===== src/rtl/core/kmk_pkg.sv =====
// ----------------------------------------------------------------------------
// kmk_pkg
// Shared constants, key-code ROM and handshake structs of the keypad key FIFO.
// ----------------------------------------------------------------------------
`default_nettype none

package kmk_pkg;

  localparam int ROW_COUNT    = 18;
  localparam int COLUMN_COUNT = 8;
  localparam int RING_SLOTS   = 32;
  localparam int ROM_SIZE     = 144;

  localparam int ROW_W  = 5;
  localparam int COL_W  = $clog2(COLUMN_COUNT);
  localparam int CODE_W = 8;
  localparam int ROW_IW = (ROW_COUNT > 1) ? $clog2(ROW_COUNT) : 1;
  localparam int SLOT_W = $clog2(RING_SLOTS);
  localparam int PCNT_W = $clog2(COLUMN_COUNT + 1);
  localparam int CMP_W  = SLOT_W + PCNT_W;

  localparam logic [CODE_W-1:0] CODE_NONE = 8'hff;

  typedef enum logic {
    REQ_SAMPLE = 1'b0,
    REQ_POP    = 1'b1
  } req_e;

  localparam logic [CODE_W-1:0] CODE_ROM [ROM_SIZE] = '{
    8'hff,8'hff,8'hff,8'hff,8'hff,8'hff,8'hff,8'h12,
    8'hff,8'hff,8'hff,8'hff,8'hff,8'hff,8'hff,8'hff,
    8'hff,8'hff,8'h7a,8'h14,8'h61,8'h73,8'h11,8'hff,
    8'hff,8'h63,8'h78,8'h64,8'h71,8'h09,8'h31,8'hff,
    8'hff,8'h66,8'h65,8'h77,8'h32,8'h33,8'h70,8'h1b,
    8'h76,8'h67,8'h74,8'h72,8'h34,8'h35,8'h72,8'h71,
    8'hff,8'h68,8'h75,8'h79,8'h36,8'h37,8'h74,8'h73,
    8'hff,8'h6b,8'h6a,8'h69,8'h38,8'h39,8'h76,8'h75,
    8'hff,8'h6c,8'h70,8'h6f,8'h30,8'hff,8'h78,8'h77,
    8'h6d,8'h3b,8'h5b,8'hff,8'h2d,8'hff,8'h7a,8'h79,
    8'h62,8'h2c,8'h27,8'hff,8'hff,8'h3d,8'h90,8'h7b,
    8'hff,8'hff,8'h6e,8'h2e,8'hff,8'hff,8'h13,8'h2d,
    8'h20,8'h2f,8'hff,8'hff,8'h5d,8'hff,8'h25,8'h2a,
    8'h10,8'hff,8'hff,8'hff,8'hff,8'hff,8'hff,8'h10,
    8'h27,8'h28,8'hff,8'h26,8'h0d,8'h5c,8'h08,8'h2e,
    8'hff,8'hff,8'hff,8'hff,8'hff,8'hff,8'hff,8'h11,
    8'hff,8'hff,8'hff,8'hff,8'hff,8'hff,8'hff,8'hff,
    8'hff,8'hff,8'hff,8'hff,8'hff,8'hff,8'hff,8'hff
  };

  // positions past the table read as unused keys
  function automatic logic [CODE_W-1:0] rom_code(input logic [ROW_W+COL_W-1:0] idx);
    logic [CODE_W-1:0] code;
    code = CODE_NONE;
    if (idx < (ROW_W+COL_W)'(ROM_SIZE)) begin
      code = CODE_ROM[idx];
    end
    return code;
  endfunction

  function automatic logic [SLOT_W-1:0] next_slot(input logic [SLOT_W-1:0] s);
    logic [SLOT_W-1:0] n;
    n = (s == SLOT_W'(RING_SLOTS - 1)) ? '0 : s + 1'b1;
    return n;
  endfunction

  typedef struct packed {
    logic                                 load;
    logic [COLUMN_COUNT-1:0]              keep;
    logic [COLUMN_COUNT-1:0][CODE_W-1:0]  codes;
    logic [PCNT_W-1:0]                    pushed;
  } push_req_t;

  typedef struct packed {
    logic [SLOT_W-1:0] count;
    logic              phys_empty;
    logic              busy;
  } ring_stat_t;

endpackage

`default_nettype wire


===== src/rtl/core/kmk_lane.sv =====
// ----------------------------------------------------------------------------
// kmk_lane
// One column lane: press detection and key-code lookup.
// ----------------------------------------------------------------------------
`default_nettype none

module kmk_lane (
  input  logic [kmk_pkg::COL_W-1:0]  col_i,
  input  logic [kmk_pkg::ROW_W-1:0]  row_i,
  input  logic                       prev_i,
  input  logic                       level_i,
  output logic                       press_o,
  output logic [kmk_pkg::CODE_W-1:0] code_o
);
  import kmk_pkg::*;

  // released before, low now
  assign press_o = prev_i & ~level_i;
  assign code_o  = rom_code({row_i, col_i});

endmodule

`default_nettype wire


===== src/rtl/core/kmk_merge.sv =====
// ----------------------------------------------------------------------------
// kmk_merge
// Merges lane presses: keeps what fits in the ring, flags drops.
// ----------------------------------------------------------------------------
`default_nettype none

module kmk_merge (
  input  logic [kmk_pkg::COLUMN_COUNT-1:0] press_i,
  input  logic [kmk_pkg::SLOT_W-1:0]       count_i,
  output logic [kmk_pkg::COLUMN_COUNT-1:0] keep_o,
  output logic [kmk_pkg::PCNT_W-1:0]       pushed_o,
  output logic                             dropped_o
);
  import kmk_pkg::*;

  logic [SLOT_W-1:0] free_slots;
  logic [PCNT_W-1:0] run;

  assign free_slots = SLOT_W'(RING_SLOTS - 1) - count_i;

  // lowest columns win the free slots
  always_comb begin
    run = '0;
    for (int i = 0; i < COLUMN_COUNT; i++) begin
      keep_o[i] = press_i[i] && (CMP_W'(run) < CMP_W'(free_slots));
      run = run + PCNT_W'(press_i[i]);
    end
  end

  assign dropped_o = CMP_W'(run) > CMP_W'(free_slots);
  assign pushed_o  = dropped_o ? PCNT_W'(free_slots) : run;

endmodule

`default_nettype wire


===== src/rtl/core/kmk_ring.sv =====
// ----------------------------------------------------------------------------
// kmk_ring
// Key-code ring: pointers, one-code-per-cycle writer and registered pop read.
// ----------------------------------------------------------------------------
`default_nettype none

module kmk_ring (
  input  logic                       clk_i,
  input  logic                       rst_ni,
  input  kmk_pkg::push_req_t         push_i,
  input  logic                       pop_i,
  output kmk_pkg::ring_stat_t        stat_o,
  output logic [kmk_pkg::CODE_W-1:0] rd_data_o
);
  import kmk_pkg::*;

  logic [CODE_W-1:0] mem [RING_SLOTS];

  // wl: write slot once queued codes land, wp: slot actually written
  logic [SLOT_W-1:0] wl_q, wl_d;
  logic [SLOT_W-1:0] wp_q, wp_d;
  logic [SLOT_W-1:0] rd_q, rd_d;
  logic [COLUMN_COUNT-1:0] pend_q, pend_d;
  logic [COLUMN_COUNT-1:0][CODE_W-1:0] codes_q;
  logic [CODE_W-1:0] rd_data_q;

  logic [COLUMN_COUNT-1:0] pend_rest;
  logic [COL_W-1:0]        wsel;
  logic                    wr_en;
  logic [SLOT_W-1:0]       wp_next;
  logic [SLOT_W-1:0]       rd_next;
  logic [SLOT_W:0]         diff;
  logic [SLOT_W:0]         wsum;
  logic [SLOT_W:0]         gap;

  assign pend_rest = pend_q & (pend_q - 1'b1);
  assign wr_en     = |pend_q;
  assign wp_next   = next_slot(wp_q);
  assign rd_next   = next_slot(rd_q);

  always_comb begin
    wsel = '0;
    for (int i = COLUMN_COUNT - 1; i >= 0; i--) begin
      if (pend_q[i]) wsel = COL_W'(i);
    end
  end

  always_comb begin
    diff = {1'b0, wl_q} - {1'b0, rd_q};
    if (wl_q < rd_q) diff = diff + (SLOT_W+1)'(RING_SLOTS);
  end

  always_comb begin
    gap = {1'b0, wl_q} - {1'b0, wp_q};
    if (wl_q < wp_q) gap = gap + (SLOT_W+1)'(RING_SLOTS);
  end

  always_comb begin
    wsum = {1'b0, wl_q} + (SLOT_W+1)'(push_i.pushed);
    if (wsum >= (SLOT_W+1)'(RING_SLOTS)) wsum = wsum - (SLOT_W+1)'(RING_SLOTS);
  end

  always_comb begin
    wl_d   = push_i.load ? SLOT_W'(wsum) : wl_q;
    wp_d   = wr_en ? wp_next : wp_q;
    rd_d   = pop_i ? rd_next : rd_q;
    pend_d = push_i.load ? push_i.keep : pend_rest;
  end

  always_ff @(posedge clk_i or negedge rst_ni) begin
    if (!rst_ni) begin
      wl_q   <= '0;
      wp_q   <= '0;
      rd_q   <= '0;
      pend_q <= '0;
    end else begin
      wl_q   <= wl_d;
      wp_q   <= wp_d;
      rd_q   <= rd_d;
      pend_q <= pend_d;
    end
  end

  always_ff @(posedge clk_i) begin
    if (push_i.load) begin
      codes_q <= push_i.codes;
    end
  end

  always_ff @(posedge clk_i) begin
    if (wr_en) begin
      mem[wp_next] <= codes_q[wsel];
    end
    if (pop_i) begin
      rd_data_q <= mem[rd_next];
    end
  end

  assign stat_o.count      = SLOT_W'(diff);
  assign stat_o.phys_empty = (wp_q == rd_q);
  assign stat_o.busy       = |pend_rest;
  assign rd_data_o         = rd_data_q;

  a_load_when_free: assert property (@(posedge clk_i) disable iff (!rst_ni)
    push_i.load |-> !(|pend_rest))
    else $error("new codes loaded over pending writes");

  a_pop_written: assert property (@(posedge clk_i) disable iff (!rst_ni)
    pop_i |-> (wp_q != rd_q))
    else $error("pop reads a slot not yet written");

  a_pending_gap: assert property (@(posedge clk_i) disable iff (!rst_ni)
    $countones(pend_q) == int'(gap))
    else $error("pending codes do not match pointer gap");

  a_writer_drains: assert property (@(posedge clk_i) disable iff (!rst_ni)
    (wr_en && !push_i.load) |=> ($countones(pend_q) == $countones($past(pend_q)) - 1))
    else $error("writer did not retire one code");

endmodule

`default_nettype wire


===== src/rtl/core/keypad_matrix_change_to_key_fifo.sv =====
// ----------------------------------------------------------------------------
// keypad_matrix_change_to_key_fifo
// Throughput: one request per cycle while stage A can move; a sample queuing
//   k codes holds the next sample while more than one of them is still to be
//   written (the ring writes one code a cycle), and a pop waits until the first queued code has been written.
// Reset: asynchronous, active low; all rows read released, ring empty, no
//   result pending. Ring contents are not cleared.
// ----------------------------------------------------------------------------
`default_nettype none

module keypad_matrix_change_to_key_fifo (
  input  logic                       clk_i,
  input  logic                       rst_ni,
  // request channel
  input  logic                       in_valid_i,
  output logic                       in_stall_o,
  input  logic                       req_type_i,
  input  logic [kmk_pkg::ROW_W-1:0]  row_index_i,
  input  logic [7:0]                 row_bits_i,
  // result channel
  output logic                       out_valid_o,
  input  logic                       out_stall_i,
  output logic                       char_valid_o,
  output logic [kmk_pkg::CODE_W-1:0] char_code_o,
  output logic                       queue_nonempty_o,
  output logic                       keys_dropped_o
);
  import kmk_pkg::*;

  // Last sample of every row; reset reads all keys released.
  logic [COLUMN_COUNT-1:0] prev_q [ROW_COUNT];

  logic              is_pop, is_sample, row_ok, accept;
  logic [ROW_IW-1:0] row_sel;
  logic [COLUMN_COUNT-1:0] prev_row;

  // lane results
  logic [COLUMN_COUNT-1:0]             press, press_ok;
  logic [COLUMN_COUNT-1:0][CODE_W-1:0] lane_code;

  // merge results
  logic [COLUMN_COUNT-1:0] keep;
  logic [PCNT_W-1:0]       pushed;
  logic                    dropped;

  push_req_t  push_req;
  ring_stat_t rstat;
  logic       pop_go;
  logic [CODE_W-1:0] rd_data;

  // Stage A holds the result while the ring read settles; stage B is the
  // output register. A new request enters while B waits only if A is empty.
  logic a_valid_q, a_valid_d;
  logic a_pop_q, a_nonempty_q, a_dropped_q;
  logic a_adv, a_free;

  logic out_valid_q, out_valid_d;
  logic char_valid_q, nonempty_q, dropped_q;
  logic [CODE_W-1:0] char_code_q;

  assign is_pop    = (req_type_i == REQ_POP);
  assign is_sample = (req_type_i == REQ_SAMPLE);
  assign row_ok    = ({1'b0, row_index_i} < (ROW_W+1)'(ROW_COUNT));
  assign row_sel   = row_index_i[ROW_IW-1:0];
  assign prev_row  = row_ok ? prev_q[row_sel] : '1;

  assign a_adv  = a_valid_q && (!out_valid_q || !out_stall_i);
  assign a_free = !a_valid_q || a_adv;

  // Stall on a full pipe, on a sample while the writer still has more than
  // one code to place, and on a pop whose code is not yet in memory.
  assign in_stall_o = !a_free
                    || (is_sample && rstat.busy)
                    || (is_pop && (rstat.count != '0) && rstat.phys_empty);
  assign accept = in_valid_i && !in_stall_o;

  // One lane per column
  for (genvar c = 0; c < COLUMN_COUNT; c++) begin : g_lane
    kmk_lane u_lane (
      .col_i   (COL_W'(c)),
      .row_i   (row_index_i),
      .prev_i  (prev_row[c]),
      .level_i (row_bits_i[c]),
      .press_o (press[c]),
      .code_o  (lane_code[c])
    );
  end

  // out-of-range rows never push anything
  assign press_ok = press & {COLUMN_COUNT{row_ok}};

  kmk_merge u_merge (
    .press_i   (press_ok),
    .count_i   (rstat.count),
    .keep_o    (keep),
    .pushed_o  (pushed),
    .dropped_o (dropped)
  );

  assign push_req.load   = accept && is_sample && row_ok;
  assign push_req.keep   = keep;
  assign push_req.codes  = lane_code;
  assign push_req.pushed = pushed;

  assign pop_go = accept && is_pop && (rstat.count != '0);

  kmk_ring u_ring (
    .clk_i     (clk_i),
    .rst_ni    (rst_ni),
    .push_i    (push_req),
    .pop_i     (pop_go),
    .stat_o    (rstat),
    .rd_data_o (rd_data)
  );

  // previous-row store
  always_ff @(posedge clk_i or negedge rst_ni) begin
    if (!rst_ni) begin
      for (int r = 0; r < ROW_COUNT; r++) begin
        prev_q[r] <= '1;
      end
    end else if (push_req.load) begin
      prev_q[row_sel] <= row_bits_i;
    end
  end

  // stage A
  always_comb begin
    a_valid_d = a_valid_q;
    if (accept) begin
      a_valid_d = 1'b1;
    end else if (a_adv) begin
      a_valid_d = 1'b0;
    end
  end

  always_ff @(posedge clk_i or negedge rst_ni) begin
    if (!rst_ni) begin
      a_valid_q <= 1'b0;
    end else begin
      a_valid_q <= a_valid_d;
    end
  end

  always_ff @(posedge clk_i) begin
    if (accept) begin
      a_pop_q <= pop_go;
      if (is_pop) begin
        a_nonempty_q <= (rstat.count > SLOT_W'(1));
        a_dropped_q  <= 1'b0;
      end else begin
        a_nonempty_q <= (rstat.count != '0) || (pushed != '0);
        a_dropped_q  <= dropped;
      end
    end
  end

  // stage B, output register
  always_comb begin
    out_valid_d = out_valid_q && out_stall_i;
    if (a_adv) begin
      out_valid_d = 1'b1;
    end
  end

  always_ff @(posedge clk_i or negedge rst_ni) begin
    if (!rst_ni) begin
      out_valid_q <= 1'b0;
    end else begin
      out_valid_q <= out_valid_d;
    end
  end

  always_ff @(posedge clk_i) begin
    if (a_adv) begin
      char_valid_q <= a_pop_q;
      char_code_q  <= a_pop_q ? rd_data : '0;
      nonempty_q   <= a_nonempty_q;
      dropped_q    <= a_dropped_q;
    end
  end

  assign out_valid_o      = out_valid_q;
  assign char_valid_o     = char_valid_q;
  assign char_code_o      = char_code_q;
  assign queue_nonempty_o = nonempty_q;
  assign keys_dropped_o   = dropped_q;

  a_no_overrun: assert property (@(posedge clk_i) disable iff (!rst_ni)
    accept |-> a_free)
    else $error("request taken while stage A cannot move");

  a_pop_not_drop: assert property (@(posedge clk_i) disable iff (!rst_ni)
    out_valid_o |-> !(char_valid_o && keys_dropped_o))
    else $error("pop result flags a dropped key");

  a_pop_nonempty: assert property (@(posedge clk_i) disable iff (!rst_ni)
    (pop_go) |=> (a_valid_q && a_pop_q))
    else $error("pop did not reach stage A");

endmodule

`default_nettype wire


===== config.mk =====
export PLATFORM = sky130hd
export DESIGN_NAME = keypad_matrix_change_to_key_fifo
export DESIGN_NICKNAME = d
export VERILOG_FILES = /design/src/rtl/core/kmk_pkg.sv /design/src/rtl/core/kmk_lane.sv /design/src/rtl/core/kmk_merge.sv /design/src/rtl/core/kmk_ring.sv /design/src/rtl/core/keypad_matrix_change_to_key_fifo.sv
export SDC_FILE = /design/constraint.sdc
export NUM_CORES = 1
export LEC_CHECK = 0
export BUFFER_PORTS_ARGS = -buffer_cell sky130_fd_sc_hd__buf_4
export CORE_MARGIN = 2
export CORE_UTILIZATION = 45
export CTS_CLUSTER_DIAMETER = 100
export DETAILED_ROUTE_END_ITERATION = 8
export PLACE_DENSITY = 0.66
export SYNTH_ARGS = -nofsm -noshare
export SYNTH_HDL_FRONTEND = slang
export SYNTH_SLANG_ARGS = --single-unit

===== constraint.sdc =====
create_clock -name clk_i -period 6.8 [get_ports clk_i]
set_input_delay 1.36 -clock clk_i [delete_from_list [all_inputs] [get_ports clk_i]]
set_output_delay 1.36 -clock clk_i [all_outputs]
set_load 0.005 [all_outputs]

==> run_results.csv <==
group,metric,value,unit
global_routing,grt_use_total,19.8,%
yosys,synth_seq_area_share,62.0,%
clock_tree,htree_levels,2,
clock_tree,cts.sinks,508,
status,status,"complete, no violations",
drt,route.met2.wl,26100,µm
clock_tree,clock_latency,630,ps
pwr,p_per_area,360,nW/µm²
global_routing,overflow,0,
critical_path,cpPeakStageDelay,630,ps
critical_path,reg2reg_slack,560,ps
floorplan,initial_core_util,45.7,%
yosys,synth.area.top_cells,"edfxtp_1 (43%), dfstp_2 (16%), mux4_2 (8.3%), mux2_2 (7.1%), ha_1 (3.0%)",
pwr,internal_power,6.56,mW
timing,finalSetupTns,0,ps
critical_path,r2r-start,"prev_q[18]",
pwr,peakVddDrop,0.223,mV
yosys,netlist_area,23500,µm²
floorplan,core.rowCount,83,
critical_path,rr_endpoint,"u_ring.wl_q[3]",
job,drv_cap,0,
critical_path,cp_slowest_cell,"fa_2",
timing,grt_setup_unrepaired,"true",
yosys,synth_nets,1665,
pwr,pwr-share-clk,29.1,%
floorplan,core-area,51500,µm²
yosys,synth-edff-count,339,
timing,setup_viol,0,
timing,slew_violations,0,
placed_design,gp_congestion,0.847,
drt,drt_iter0_markers,1187,
floorplan,die-area,54200,µm²
floorplan,die_y,233,µm
clock_tree,cts_buffers,53,
clock_tree,clock-root-buffer,"clkbuf_16",
layout,final_nets,1745,
timing,max_freq,148,MHz
timing,fin_crit_sh,99.6,%
clock_tree,cts_hold_buf,0,
drt,highest_layer,"met4",
global_routing,antenna_found_initial,0,
critical_path,cp-start-kind,"primary input",
drt,drc,0,
critical_path,cp.required,7300,ps
layout,mostFrequentLayoutCells,"edfxtp_1 (339), mux2_2 (149), dfstp_2 (144), buf_4 (112), mux4_2 (87)",
drt,wire_per_inst,22.2,µm
drt,drt-met1-wl,22600,µm
global_routing,grt_max_degree,96,
timing,finalClockSkew,52.4,ps
placed_design,io_buffers,30,
critical_path,crit_arrival,7270,ps
clock_tree,cts.reportedPaths.clkPinSlew,60,ps
worst_hold_path,hold_depth,0,
yosys,yosysTopAreaCell,"edfxtp_1",
pwr,p_leak,9.82,nW
floorplan,ios,31,
drt,drt_pass1_iterations,6,
clock_tree,cts_tree,"yes",
pwr,netSwitchingPower,3.13,mW
timing,worst_slew_pin_slew,1320,ps
layout,utilization,52.2,%
yosys,synth_top_area_share,43.2,%
yosys,ys.flop_type,"edfxtp_1",
timing,hold_viol_final,0,
worst_hold_path,min_to,"keys_dropped_o",
placed_design,dp_hpwl,34700,µm
worst_hold_path,hold_class,"register to register",
drt,wl_met3,2730,µm
timing,slew_headroom,11.9,%
drt,via_per_inst,5.71,
critical_path,cp_max_fo,7,
yosys,yosys_warnings,0,
drt,routed_wl,52800,µm
timing,period_minus_slack,6770,ps
floorplan,die_x,233,µm
drt,drtAntennaViolNets,0,
layout,mostFrequentLayoutCell,"edfxtp_1",
pwr,power_frac_seq,38.5,%
worst_hold_path,hp-start,"a_dropped_q",
critical_path,crit_path_frequent_cell,"ha_4",
critical_path,rr_worst_depth,28,
global_routing,grt_pass1_vias,13800,
yosys,synth_cells,1586,
clock_tree,clock_path_buffers,3,
drt,vias,13600,
global_routing,grt_pass1_wl,81700,µm
layout,fill_cells,4238,
yosys,synth_cell_type_count,63,
critical_path,worstSetupEndpointType,"register",
critical_path,crit_type,"primary input to register",
yosys,synth_seq_cells,508,
pwr,swShare,32.3,%
layout,syn2layout_area_growth,14.3,%
layout,diodes,0,
yosys,synth_async_sr_flop_share,33.3,%
pwr,p_comb_share,32.4,%
yosys,postSynthAreaPerCell,14.8,µm²
layout,drive_gt1_share,36.7,%
-- sequential cells by signal, indices dropped and copies added, names as in the netlist, 8 cells and up --
| signal | cells |
|---|---|
| u_ring.mem | 256 |
| prev_q | 144 |
| u_ring.codes_q | 61 |
| char_code_o | 8 |
| u_ring.pend_q | 8 |
| u_ring.rd_data_o | 8 |
-- final cells by class --
type / count / area (µm²) / share of cell area (%)
Sequential cell: 508 / 14600 / 54.2
Multi-Input combinational cell: 945 / 8660 / 32.2
Clock buffer: 67 / 1410 / 5.24
Timing Repair Buffer: 119 / 960 / 3.57
Tap cell: 680 / 851 / 3.16
Clock inverter: 23 / 284 / 1.06
Inverter: 39 / 148 / 0.549
-- cell families (layout without fill, tap and decap cells) --
kind of cell / count (synthesis) / after routing / share of synthesized area, %
flip-flops: 508 / 508 / 62.0
multiplexers: 306 / 306 / 18.5
AND/OR/NAND/NOR: 301 / 301 / 6.13
AO/OA/AOI/OAI: 247 / 247 / 6.59
buffers and inverters: 133 / 248 / 2.30
adder cells (fa/ha/maj): 61 / 61 / 3.37
XOR/XNOR: 30 / 30 / 1.15
-- per-layer routing --
| metal | up-vias | track usage [%] |
|---|---|---|
| li1 | 6234 | - |
| met1 | 6928 | 27.0 |
| met2 | 350 | 32.8 |
| met3 | 88 | 3.26 |
| met4 | 0 | 5.79 |
| met5 | - | 0 |
-- cells in the mapped netlist, drive strengths merged (3+ instances only) --
cell	number
a21boi	3
o21ai	73
buf	35
inv	38
o21bai	5
mux2	160
and3	8
a22oi	3
nor2b	30
or3	5
nand4	10
nor3	17
dfrtp	25
nand2b	10
and2	14
xnor2	19
mux2i	59
nand2	83
edfxtp	339
clkbuf	59
o22ai	18
o31ai	3
nand3	36
o221ai	21
a21o	5
ha	57
dfstp	144
mux4	87
a31oi	3
a32o	3
a211oi	19
xor2	11
nor2	80
fa	4
o211ai	22
a21oi	57
-- power groups by stage --
stage                     sequential, mW  combinational, mW  clock [mW]
after floorplan                     3.75               2.16           0
after global placement              3.78               3.05           0
after detailed placement            3.79               3.10           0
after CTS                           3.73               3.11        2.87
after global routing                3.75               3.42        3.00
final                               3.73               3.13        2.82
-- stage by stage --
step | power [mW] | cells | hold WS [ps] | area, µm² | setup WS [ps]
after global routing | 10.2 | 2381 | 437 | 26900 | -127
after global placement | 6.83 | 2287 | 406 | 25000 | -480
final | 9.68 | 2381 | 419 | 26900 | 29.6
after floorplan | 5.91 | 1586 | 400 | 23700 | -149
after CTS | 9.71 | 2377 | 424 | 26700 | 63.9
after detailed placement | 6.88 | 2287 | 409 | 25000 | -572
-- critical path, delay by kind of cell --
| kind | cells | cell delay (ps) |
|---|---|---|
| compound gates | 7 | 1090 |
| xor+xnor | 3 | 370 |
| fa+ha+maj | 6 | 1960 |
| buf+inv | 3 | 380 |
| mux | 3 | 1170 |
| simple gates | 7 | 940 |
-- worst max-delay path by stage --
stage | slack, ps | depth (start not counted) | to | start
6_report | 30 | 29 | u_ring.wl_q[3] | row_index_i[0]
3_5_place_dp | -570 | 30 | u_ring.wl_q[3] | row_index_i[0]
2_1_floorplan | -150 | 27 | u_ring.wl_q[4] | row_index_i[0]
4_1_cts | 60 | 30 | u_ring.wl_q[3] | row_index_i[0]
5_1_grt | -130 | 31 | u_ring.wl_q[3] | row_index_i[0]
3_3_place_gp | -480 | 30 | u_ring.wl_q[3] | row_index_i[0]
-- repair_timing --
item	in CTS	in global routing
resized for setup	0	28
buffers inserted	0	4
setup endpoints to repair	0	4
Note: power is estimated with default switching activity, not from simulation.
